**config.mk**
```make
export PLATFORM = sky130hd
export DESIGN_NAME = tcr_ctrl
export DESIGN_NICKNAME = d
export VERILOG_FILES = /design/src/hdl/tcr_pkg.sv /design/src/hdl/tcr_ctrl.sv
export SDC_FILE = /design/constraint.sdc
export NUM_CORES = 1
export LEC_CHECK = 0
export ABC_AREA = 1
export BUFFER_PORTS_ARGS = -buffer_cell sky130_fd_sc_hd__buf_2
export CORE_UTILIZATION = 45
export DETAILED_ROUTE_END_ITERATION = 12
export GPL_TIMING_DRIVEN = 0
export PLACE_DENSITY = 0.71
export SYNTH_ARGS = -nofsm -noshare
export SYNTH_HDL_FRONTEND = slang
export SYNTH_SLANG_ARGS = --single-unit
```
**constraint.sdc**
```tcl
create_clock -name clk -period 1.8 [get_ports clk]
set_input_delay 0.36 -clock clk [delete_from_list [all_inputs] [get_ports clk]]
set_output_delay 0.36 -clock clk [all_outputs]
set_load 0.02 [all_outputs]
```
**src/hdl/tcr_pkg.sv**
```systemverilog
// shared types and constants of the topsis closeness ranker
// used by tcr_ctrl, tcr_datapath and topsis_closeness_ranker
package tcr_pkg;

    localparam int MAX_ALTERNATIVES = 16;
    localparam int MAX_CRITERIA     = 4;
    localparam int NUM_INPUTS       = 4;

    localparam int VALUE_W    = 32;
    localparam int WEIGHT_W   = 16;
    localparam int Q_W        = 16;
    localparam int SUM_W      = 64;
    localparam int SQ_SHIFT   = 6;
    localparam int DIST_SQ_W  = 34;
    localparam int ROOT_W     = 18;
    localparam int ROOT_STEPS = 32;
    localparam int DIV_STEPS  = 16;
    localparam int STEP_W     = 5;

    localparam logic [SUM_W-1:0] ROOT_BIT0 = 64'h4000_0000_0000_0000;

    localparam int CFG_IDX_W  = 3;
    localparam int CFG_DATA_W = 16;

    localparam logic [CFG_IDX_W-1:0] CFG_WEIGHT_0   = 3'd0;
    localparam logic [CFG_IDX_W-1:0] CFG_WEIGHT_1   = 3'd1;
    localparam logic [CFG_IDX_W-1:0] CFG_WEIGHT_2   = 3'd2;
    localparam logic [CFG_IDX_W-1:0] CFG_WEIGHT_3   = 3'd3;
    localparam logic [CFG_IDX_W-1:0] CFG_BENEFIT    = 3'd4;
    localparam logic [CFG_IDX_W-1:0] CFG_NUM_CRIT   = 3'd5;
    localparam logic [CFG_IDX_W-1:0] CFG_NUM_ALT    = 3'd6;

    localparam logic [WEIGHT_W-1:0] WEIGHT_RESET = 16'd16384;
    localparam logic [3:0]          MASK_RESET   = 4'hf;
    localparam logic [2:0]          NC_RESET     = 3'd4;
    localparam logic [4:0]          NA_RESET     = 5'd4;

    localparam logic [1:0] SQ_SRC_COL   = 2'd0;
    localparam logic [1:0] SQ_SRC_BEST  = 2'd1;
    localparam logic [1:0] SQ_SRC_WORST = 2'd2;

    typedef logic [VALUE_W-1:0] value_t;

    typedef struct packed {
        logic       load_row;
        logic       sq_mul;
        logic       sq_acc;
        logic       sq_load;
        logic [1:0] sq_src;
        logic       sq_step;
        logic       nrm_setup;
        logic       div_step;
        logic       nrm_wr;
        logic       nrm_first;
        logic       col_end;
        logic       dst_clr;
        logic       dst_acc;
        logic       db_capture;
        logic       cl_setup;
        logic       clr_sums;
    } cmd_t;

    typedef struct packed {
        logic [2:0] num_criteria;
        logic [4:0] num_alternatives;
    } status_t;

endpackage

```
**src/hdl/tcr_ctrl.sv**
```systemverilog
// controller state machine: sequences loading, normalization, distances and closeness
// depends on tcr_pkg
module tcr_ctrl #(
    parameter int MAX_ALTERNATIVES = tcr_pkg::MAX_ALTERNATIVES,
    parameter int MAX_CRITERIA     = tcr_pkg::MAX_CRITERIA,
    localparam int RA = $clog2(MAX_ALTERNATIVES),
    localparam int CA = (MAX_CRITERIA > 1) ? $clog2(MAX_CRITERIA) : 1
) (
    input  logic             clk,
    input  logic             rst_n,
    input  logic             start,
    input  tcr_pkg::status_t status,
    output logic             busy,
    output tcr_pkg::cmd_t    cmd,
    output logic [RA-1:0]    row_idx,
    output logic [CA-1:0]    col_idx,
    output logic             done,
    output logic             last,
    output logic [3:0]       alternative_index
);

    localparam int RLW = $clog2(MAX_ALTERNATIVES + 1);

    localparam logic [4:0] S_IDLE    = 5'd0;
    localparam logic [4:0] S_SQ      = 5'd1;
    localparam logic [4:0] S_ACC     = 5'd2;
    localparam logic [4:0] S_CS_INIT = 5'd3;
    localparam logic [4:0] S_CS_RUN  = 5'd4;
    localparam logic [4:0] S_NRM_RD  = 5'd5;
    localparam logic [4:0] S_NRM_SET = 5'd6;
    localparam logic [4:0] S_NRM_DIV = 5'd7;
    localparam logic [4:0] S_NRM_WR  = 5'd8;
    localparam logic [4:0] S_COL_END = 5'd9;
    localparam logic [4:0] S_DST_RD  = 5'd10;
    localparam logic [4:0] S_DST_ACC = 5'd11;
    localparam logic [4:0] S_DB_INIT = 5'd12;
    localparam logic [4:0] S_DB_RUN  = 5'd13;
    localparam logic [4:0] S_DW_INIT = 5'd14;
    localparam logic [4:0] S_DW_RUN  = 5'd15;
    localparam logic [4:0] S_CL_SET  = 5'd16;
    localparam logic [4:0] S_CL_DIV  = 5'd17;
    localparam logic [4:0] S_EMIT    = 5'd18;

    logic [4:0]                  state_reg, state_next;
    logic [RA-1:0]               i_reg, i_next;
    logic [CA-1:0]               j_reg, j_next;
    logic [tcr_pkg::STEP_W-1:0]  cnt_reg, cnt_next;
    logic [RLW-1:0]              rows_reg, rows_next;

    logic [31:0] na_eff;
    logic [31:0] nc_eff;
    logic        col_last;
    logic        row_last;
    logic        crit_last;
    logic        root_done;
    logic        div_done;

    always_comb
    begin
        if (status.num_alternatives == '0)
        begin
            na_eff = 32'd1;
        end
        else if (32'(status.num_alternatives) > MAX_ALTERNATIVES)
        begin
            na_eff = 32'(MAX_ALTERNATIVES);
        end
        else
        begin
            na_eff = 32'(status.num_alternatives);
        end

        if (status.num_criteria == '0)
        begin
            nc_eff = 32'd1;
        end
        else if (32'(status.num_criteria) > MAX_CRITERIA)
        begin
            nc_eff = 32'(MAX_CRITERIA);
        end
        else
        begin
            nc_eff = 32'(status.num_criteria);
        end
    end

    assign col_last  = (32'(j_reg) + 32'd1 == nc_eff);
    assign crit_last = (32'(j_reg) == MAX_CRITERIA - 1);
    assign row_last  = (32'(i_reg) + 32'd1 == 32'(rows_reg));
    assign root_done = (32'(cnt_reg) == tcr_pkg::ROOT_STEPS - 1);
    assign div_done  = (32'(cnt_reg) == tcr_pkg::DIV_STEPS - 1);

    always_comb
    begin
        state_next = state_reg;
        i_next     = i_reg;
        j_next     = j_reg;
        cnt_next   = cnt_reg;
        rows_next  = rows_reg;
        cmd        = '0;

        unique case (state_reg)
            S_IDLE:
            begin
                if (start)
                begin
                    cmd.load_row = 1'b1;
                    j_next       = '0;
                    state_next   = S_SQ;
                end
            end
            S_SQ:
            begin
                cmd.sq_mul = 1'b1;
                state_next = S_ACC;
            end
            S_ACC:
            begin
                cmd.sq_acc = 1'b1;
                if (crit_last)
                begin
                    j_next    = '0;
                    rows_next = rows_reg + 1'b1;
                    if (32'(rows_reg) + 32'd1 >= na_eff)
                    begin
                        state_next = S_CS_INIT;
                    end
                    else
                    begin
                        state_next = S_IDLE;
                    end
                end
                else
                begin
                    j_next     = j_reg + 1'b1;
                    state_next = S_SQ;
                end
            end
            S_CS_INIT:
            begin
                cmd.sq_load = 1'b1;
                cmd.sq_src  = tcr_pkg::SQ_SRC_COL;
                cnt_next    = '0;
                state_next  = S_CS_RUN;
            end
            S_CS_RUN:
            begin
                cmd.sq_step = 1'b1;
                cnt_next    = cnt_reg + 1'b1;
                if (root_done)
                begin
                    i_next     = '0;
                    state_next = S_NRM_RD;
                end
            end
            S_NRM_RD:
            begin
                state_next = S_NRM_SET;
            end
            S_NRM_SET:
            begin
                cmd.nrm_setup = 1'b1;
                cnt_next      = '0;
                state_next    = S_NRM_DIV;
            end
            S_NRM_DIV:
            begin
                cmd.div_step = 1'b1;
                cnt_next     = cnt_reg + 1'b1;
                if (div_done)
                begin
                    state_next = S_NRM_WR;
                end
            end
            S_NRM_WR:
            begin
                cmd.nrm_wr    = 1'b1;
                cmd.nrm_first = (i_reg == '0);
                if (row_last)
                begin
                    state_next = S_COL_END;
                end
                else
                begin
                    i_next     = i_reg + 1'b1;
                    state_next = S_NRM_RD;
                end
            end
            S_COL_END:
            begin
                cmd.col_end = 1'b1;
                if (col_last)
                begin
                    cmd.dst_clr = 1'b1;
                    i_next      = '0;
                    j_next      = '0;
                    state_next  = S_DST_RD;
                end
                else
                begin
                    j_next     = j_reg + 1'b1;
                    state_next = S_CS_INIT;
                end
            end
            S_DST_RD:
            begin
                state_next = S_DST_ACC;
            end
            S_DST_ACC:
            begin
                cmd.dst_acc = 1'b1;
                if (col_last)
                begin
                    j_next     = '0;
                    state_next = S_DB_INIT;
                end
                else
                begin
                    j_next     = j_reg + 1'b1;
                    state_next = S_DST_RD;
                end
            end
            S_DB_INIT:
            begin
                cmd.sq_load = 1'b1;
                cmd.sq_src  = tcr_pkg::SQ_SRC_BEST;
                cnt_next    = '0;
                state_next  = S_DB_RUN;
            end
            S_DB_RUN:
            begin
                cmd.sq_step = 1'b1;
                cnt_next    = cnt_reg + 1'b1;
                if (root_done)
                begin
                    state_next = S_DW_INIT;
                end
            end
            S_DW_INIT:
            begin
                cmd.db_capture = 1'b1;
                cmd.sq_load    = 1'b1;
                cmd.sq_src     = tcr_pkg::SQ_SRC_WORST;
                cnt_next       = '0;
                state_next     = S_DW_RUN;
            end
            S_DW_RUN:
            begin
                cmd.sq_step = 1'b1;
                cnt_next    = cnt_reg + 1'b1;
                if (root_done)
                begin
                    state_next = S_CL_SET;
                end
            end
            S_CL_SET:
            begin
                cmd.cl_setup = 1'b1;
                cnt_next     = '0;
                state_next   = S_CL_DIV;
            end
            S_CL_DIV:
            begin
                cmd.div_step = 1'b1;
                cnt_next     = cnt_reg + 1'b1;
                if (div_done)
                begin
                    state_next = S_EMIT;
                end
            end
            S_EMIT:
            begin
                if (row_last)
                begin
                    cmd.clr_sums = 1'b1;
                    rows_next    = '0;
                    i_next       = '0;
                    state_next   = S_IDLE;
                end
                else
                begin
                    cmd.dst_clr = 1'b1;
                    i_next      = i_reg + 1'b1;
                    j_next      = '0;
                    state_next  = S_DST_RD;
                end
            end
            default:
            begin
                state_next = S_IDLE;
            end
        endcase
    end

    always_ff @(posedge clk or negedge rst_n)
    begin
        if (!rst_n)
        begin
            state_reg <= S_IDLE;
            i_reg     <= '0;
            j_reg     <= '0;
            cnt_reg   <= '0;
            rows_reg  <= '0;
        end
        else
        begin
            state_reg <= state_next;
            i_reg     <= i_next;
            j_reg     <= j_next;
            cnt_reg   <= cnt_next;
            rows_reg  <= rows_next;
        end
    end

    assign busy    = (state_reg != S_IDLE);
    assign col_idx = j_reg;
    assign row_idx = (state_reg == S_IDLE || state_reg == S_SQ || state_reg == S_ACC)
                     ? rows_reg[RA-1:0] : i_reg;

    assign done              = (state_reg == S_EMIT);
    assign last              = done && row_last;
    assign alternative_index = 4'(i_reg);

endmodule

```
Word level (Yosys, flattened, before mapping)
Cells that the tools add are included.
{"block": "totals", "register_bits": 21, "input_bits": 11, "out_inout_bits": 30, "wordCells": 120}
{"block": "op_classes", "n_lt_le_gt_ge": 3, "eq_ne": 34, "n_mux": 50, "n_reduce_logical": 21, "n_addsub": 7}
{"cell": "$pmux 5 s19", "count": 1}
{"cell": "$mux 5", "count": 10}
{"cell": "$eq 5x4->1 const B", "count": 9}
{"cell": "$eq 3x32->1", "count": 1}
{"cell": "$ge 6x32->1", "count": 1}
{"cell": "$mux 32", "count": 1}
{"cell": "$mux 4", "count": 8}
{"cell": "$eq 5x3->1 const B", "count": 4}
{"cell": "$eq 5x5->1 const B", "count": 4}
{"cell": "$ne 2x2->1 const B", "count": 10}
{"cell": "$pmux 5 s2", "count": 2}
{"cell": "$pmux 4 s4", "count": 1}
{"cell": "$mux 1", "count": 15}
{"cell": "$mux 2", "count": 6}
{"cell": "$add 5x1->5 const B", "count": 2}
{"cell": "$eq 5x2->1 const B", "count": 2}
{"cell": "$logic_not 5->1", "count": 2}
{"cell": "$reduce_or 5->1", "count": 2}
{"cell": "$mux 3", "count": 3}
{"cell": "$pmux 3 s3", "count": 1}
{"cell": "$pmux 2 s4", "count": 1}
{"cell": "$reduce_bool 4->1", "count": 2}
{"cell": "$add 5x1->6 const B", "count": 1}
{"cell": "$reduce_and 3->1", "count": 2}
{"cell": "21 further kinds", "count": 24}

Depth between registers and ports, before layout
{"block": "logic_depth", "ltp_word": 7, "depth_mapped": 13, "ltp_nobuf": 13}

Worst setup path before layout
Ideal clock, no wire load.
{"block": "synth_timing", "kind": "register -> output", "from": "register i_reg[0], in the netlist alternative_index[0]", "to": "output port cmd[0] (netlist name)", "n_path_buf": 2, "path_slack_ps": -655, "t_arrival_ps": 2095, "required_time_ps": 1440, "stages_incl_launch_ff": 10, "path_cell_list": "dfrtp_1 buf_2 inv_1 ha_1 xnor2_1 nand3_1 nor2_2 nand2_1 nor2_1 buf_4"}
{"item": "start: declaration", "line_no": "tcr_ctrl.sv:45", "text": "logic [RA-1:0] i_reg, i_next;"}
{"item": "start signal: assignment", "line_no": "tcr_ctrl.sv:308", "text": "i_reg <= i_next;"}
{"item": "end: declaration", "line_no": "tcr_ctrl.sv:14", "text": "output tcr_pkg::cmd_t cmd,"}

==> results.ini <==
[clocking]
cts.sinks = 21
clk_latency_ps = 280
cts_max_level = 1
cts-root-buf = clkbuf_8
clk_pin_slew_ps = 90
cts_buffers = 3
cts_max_path_buffers = 2
cts_tree = yes
postCtsHoldBufs = 0

[pwr]
power_density_nw_per_um2 = 1540
p_sw_share_pct = 52.6
pwr-share-clk_pct = 7.2
internal_power_mw = 2.28
p_sw_mw = 2.52
p_seq_share_pct = 17.5
power.leakage_nw = 1.60
comb_power_share_pct = 75.3
vdd_ir_drop_max_mv = 1.02

[synth]
yosys_warnings = 0
yosysSeqAreaShare_pct = 27.9
ys_types = 28
synth-seq-cells = 21
synth.area.top_cells = dfrtp_1, nand2_1, ha_1, inv_1, nor2_1
syn_avg_cell_area_um2 = 6.55
syn-cell-area_um2 = 1890
synth_fp_nets = 311
synthCells = 288
synth_top_cell_area_share_pct = 27.9
synth_top_cell_by_area = dfrtp_1

[routing]
routed_via_density = 5.73
first_pass_iters = 5
drtIter0Drc = 241
vias = 2493
drc = 0
ant_nets = 0
routed_wl_um = 7550
wl_per_cell_um = 17.4

[timing]
period_needed_ps = 2280
final_hold_viol_count = 0
worstMarginPinSlew_ps = 517
worst_slack_ps = -476
fin_hold_ws_ps = 43.9
skew_ps = 3.40
slew_headroom_pct = 65.5
fmax_ghz = 0.439
setup_violations = 35
period_share_pct = 126
grt_setup_unrepaired = true
tns_ps = -5490
slew_violations = 0

[floorplanning]
io_pins = 41
rows = 23
start_util_pct = 47.2
die-height_um = 66.8
core_um2 = 4000
die_area_um2 = 4460
fp.dieW_um = 66.8

[status]
violations = negative setup slack
outcome = finished with violations

[placement]
numPortBuffers = 40
globalplace.congestion = 0.905
post-place-cells = 378
place_hpwl_um = 3750

[setup_path]
endpoint_kind = primary output
critical_path_class = reg -> out
arrival_ps = 1920
worstPathMaxFanout = 4
r2r_setup_slack_ps = -240
cp-start-kind = flop
crit_required_ps = 1440

[layout]
diodes = 0
syn2layout_area_growth_pct = 65.1
drive_gt1_share_pct = 50.4
fill_cells = 267
layout.nets = 409
instances_no_fill = 435

[grt]
grt_pass1_vias = 2031
grt.overflow.total = 0
grt_max_degree = 22
grt_pass1_wl_um = 9090
grt_usage_pct = 27.1
antenna_found_initial = 0

[worst_hold_path]
hold_class = in -> async

[flow_run]
drv_cap = 0

==> power by group through the flow <==
stage	clock, mW	sequential, mW	combinational (mW)
finish	0.346	0.838	3.61
global placement	0	0.797	2.07
global route	0.368	0.858	3.83
CTS	0.332	0.805	2.53
detailed placement	0	0.801	2.09
floorplan	0	0.821	1.54
==> cell usage after synthesis <==
cell      count
o22ai_1       4
o21ai_4       2
o21ai_2       5
dfrtp_1      21
a21oi_1      10
xnor2_1       1
buf_4         3
inv_2        12
or2_1         1
o21ai_0      15
buf_2         1
o21ai_1       6
and2_1        1
nor2_4        1
nand3_2       2
nand3b_1      3
nand2_2       2
nor2_2        4
a31o_1        1
a21oi_2       1
ha_1         12
nor2_1       30
nand3_1      21
inv_1        34
xor2_1        5
nand2_1      84
nor3_4        1
nand4_1       5
==> stage by stage <==
step                      power, mW  setup WS [ps]  instance area (um^2)  utilization [%]
after floorplan                2.36           -192                  1920                -
after global placement         2.87           -252                  2190             54.7
after detailed placement       2.89           -269                  2190             54.7
after CTS                      3.67           -412                  2650             66.2
after global routing           5.05           -540                  3120             77.9
final                          4.80           -476                  3120             77.9
==> logic make-up after synthesis <==
group,synth area share (%)
buffers and inverters,10.6
AOI/OAI and AO/OA,14.5
xor gates and xnor gates,2.79
DFF,27.9
adders and majority gates,7.96
and+or+nand+nor,36.3
==> layout make-up <==
cell class,instances,area [um^2],area share [%]
Buffer,4,37.5,1.20
Inverter,46,203,6.51
Sequential cell,21,538,17.3
Clock inverter,1,7.51,0.241
Timing Repair Buffer,93,756,24.3
Multi-Input combinational cell,217,1470,47.2
Tap cell,50,62.6,2.01
Clock buffer,3,41.3,1.33
==> layout by cell type (no fill, tap or decap), types with 2 or more instances in the layout <==
cell      instances
clkbuf_8          3
nand3_4           4
o21ai_1          12
buf_4            48
a21oi_1           9
o21ai_0           4
o22ai_1           4
xor2_1            4
inv_4             8
nand3b_1          3
nor2_4            9
o21ai_2           8
nand2_4           6
ha_1              8
nand3_1          15
inv_2             8
nor2_1           22
ha_4              3
nand2_2          16
buf_2            19
dfrtp_1          11
nand3_2           4
nor2_2            4
nand4_1           5
buf_6            30
dfrtp_2          10
nand2_1          63
a21oi_2           2
o21ai_4           4
inv_1            28
==> critical path: stages, from the launching register on <==
cell and delay, ps:
dfrtp_2 430, buf_6 130, inv_4 40, ha_4 200, xnor2_2 130, nand3_1 100
nor2_2 140, nand2_2 130, nand2_2 110, nand2_2 80, buf_6 140
==> per-layer routing <==
layer | GRT usage, % | part of all wire [%] | up-vias
li1 | - | - | 1117
met1 | 33.4 | 36 | 1162
met2 | 47.1 | 51 | 168
met3 | 4.28 | 7.1 | 46
met4 | 9.57 | 6.2 | 0
met5 | 0 | 0 | -
==> worst paths after layout <==
kind	startpoint	end	depth (start not counted)
max in group asynchronous	rst_n	state_reg[3]$_DFFE_PN0P_	1
worst max-delay path	alternative_index[0]$_DFFE_PN0P_	cmd[4]	10
worst max register to register	alternative_index[0]$_DFFE_PN0P_	rows_reg[3]$_DFFE_PN0P_	11
min in group clk	cnt_reg[0]$_DFFE_PN0P_	cnt_reg[0]$_DFFE_PN0P_	1
worst min register to register	cnt_reg[0]$_DFFE_PN0P_	cnt_reg[0]$_DFFE_PN0P_	1
worst min-delay path	rst_n	alternative_index[3]$_DFFE_PN0P_	1
==> repair_timing <==
item,in CTS,in global routing
setup buffers,30,24
pin swaps,17,22
endpoints found under the hold margin,0,0
resized for setup,61,89
endpoints found under the setup margin,28,36
Power figures use the tool's default switching activity.
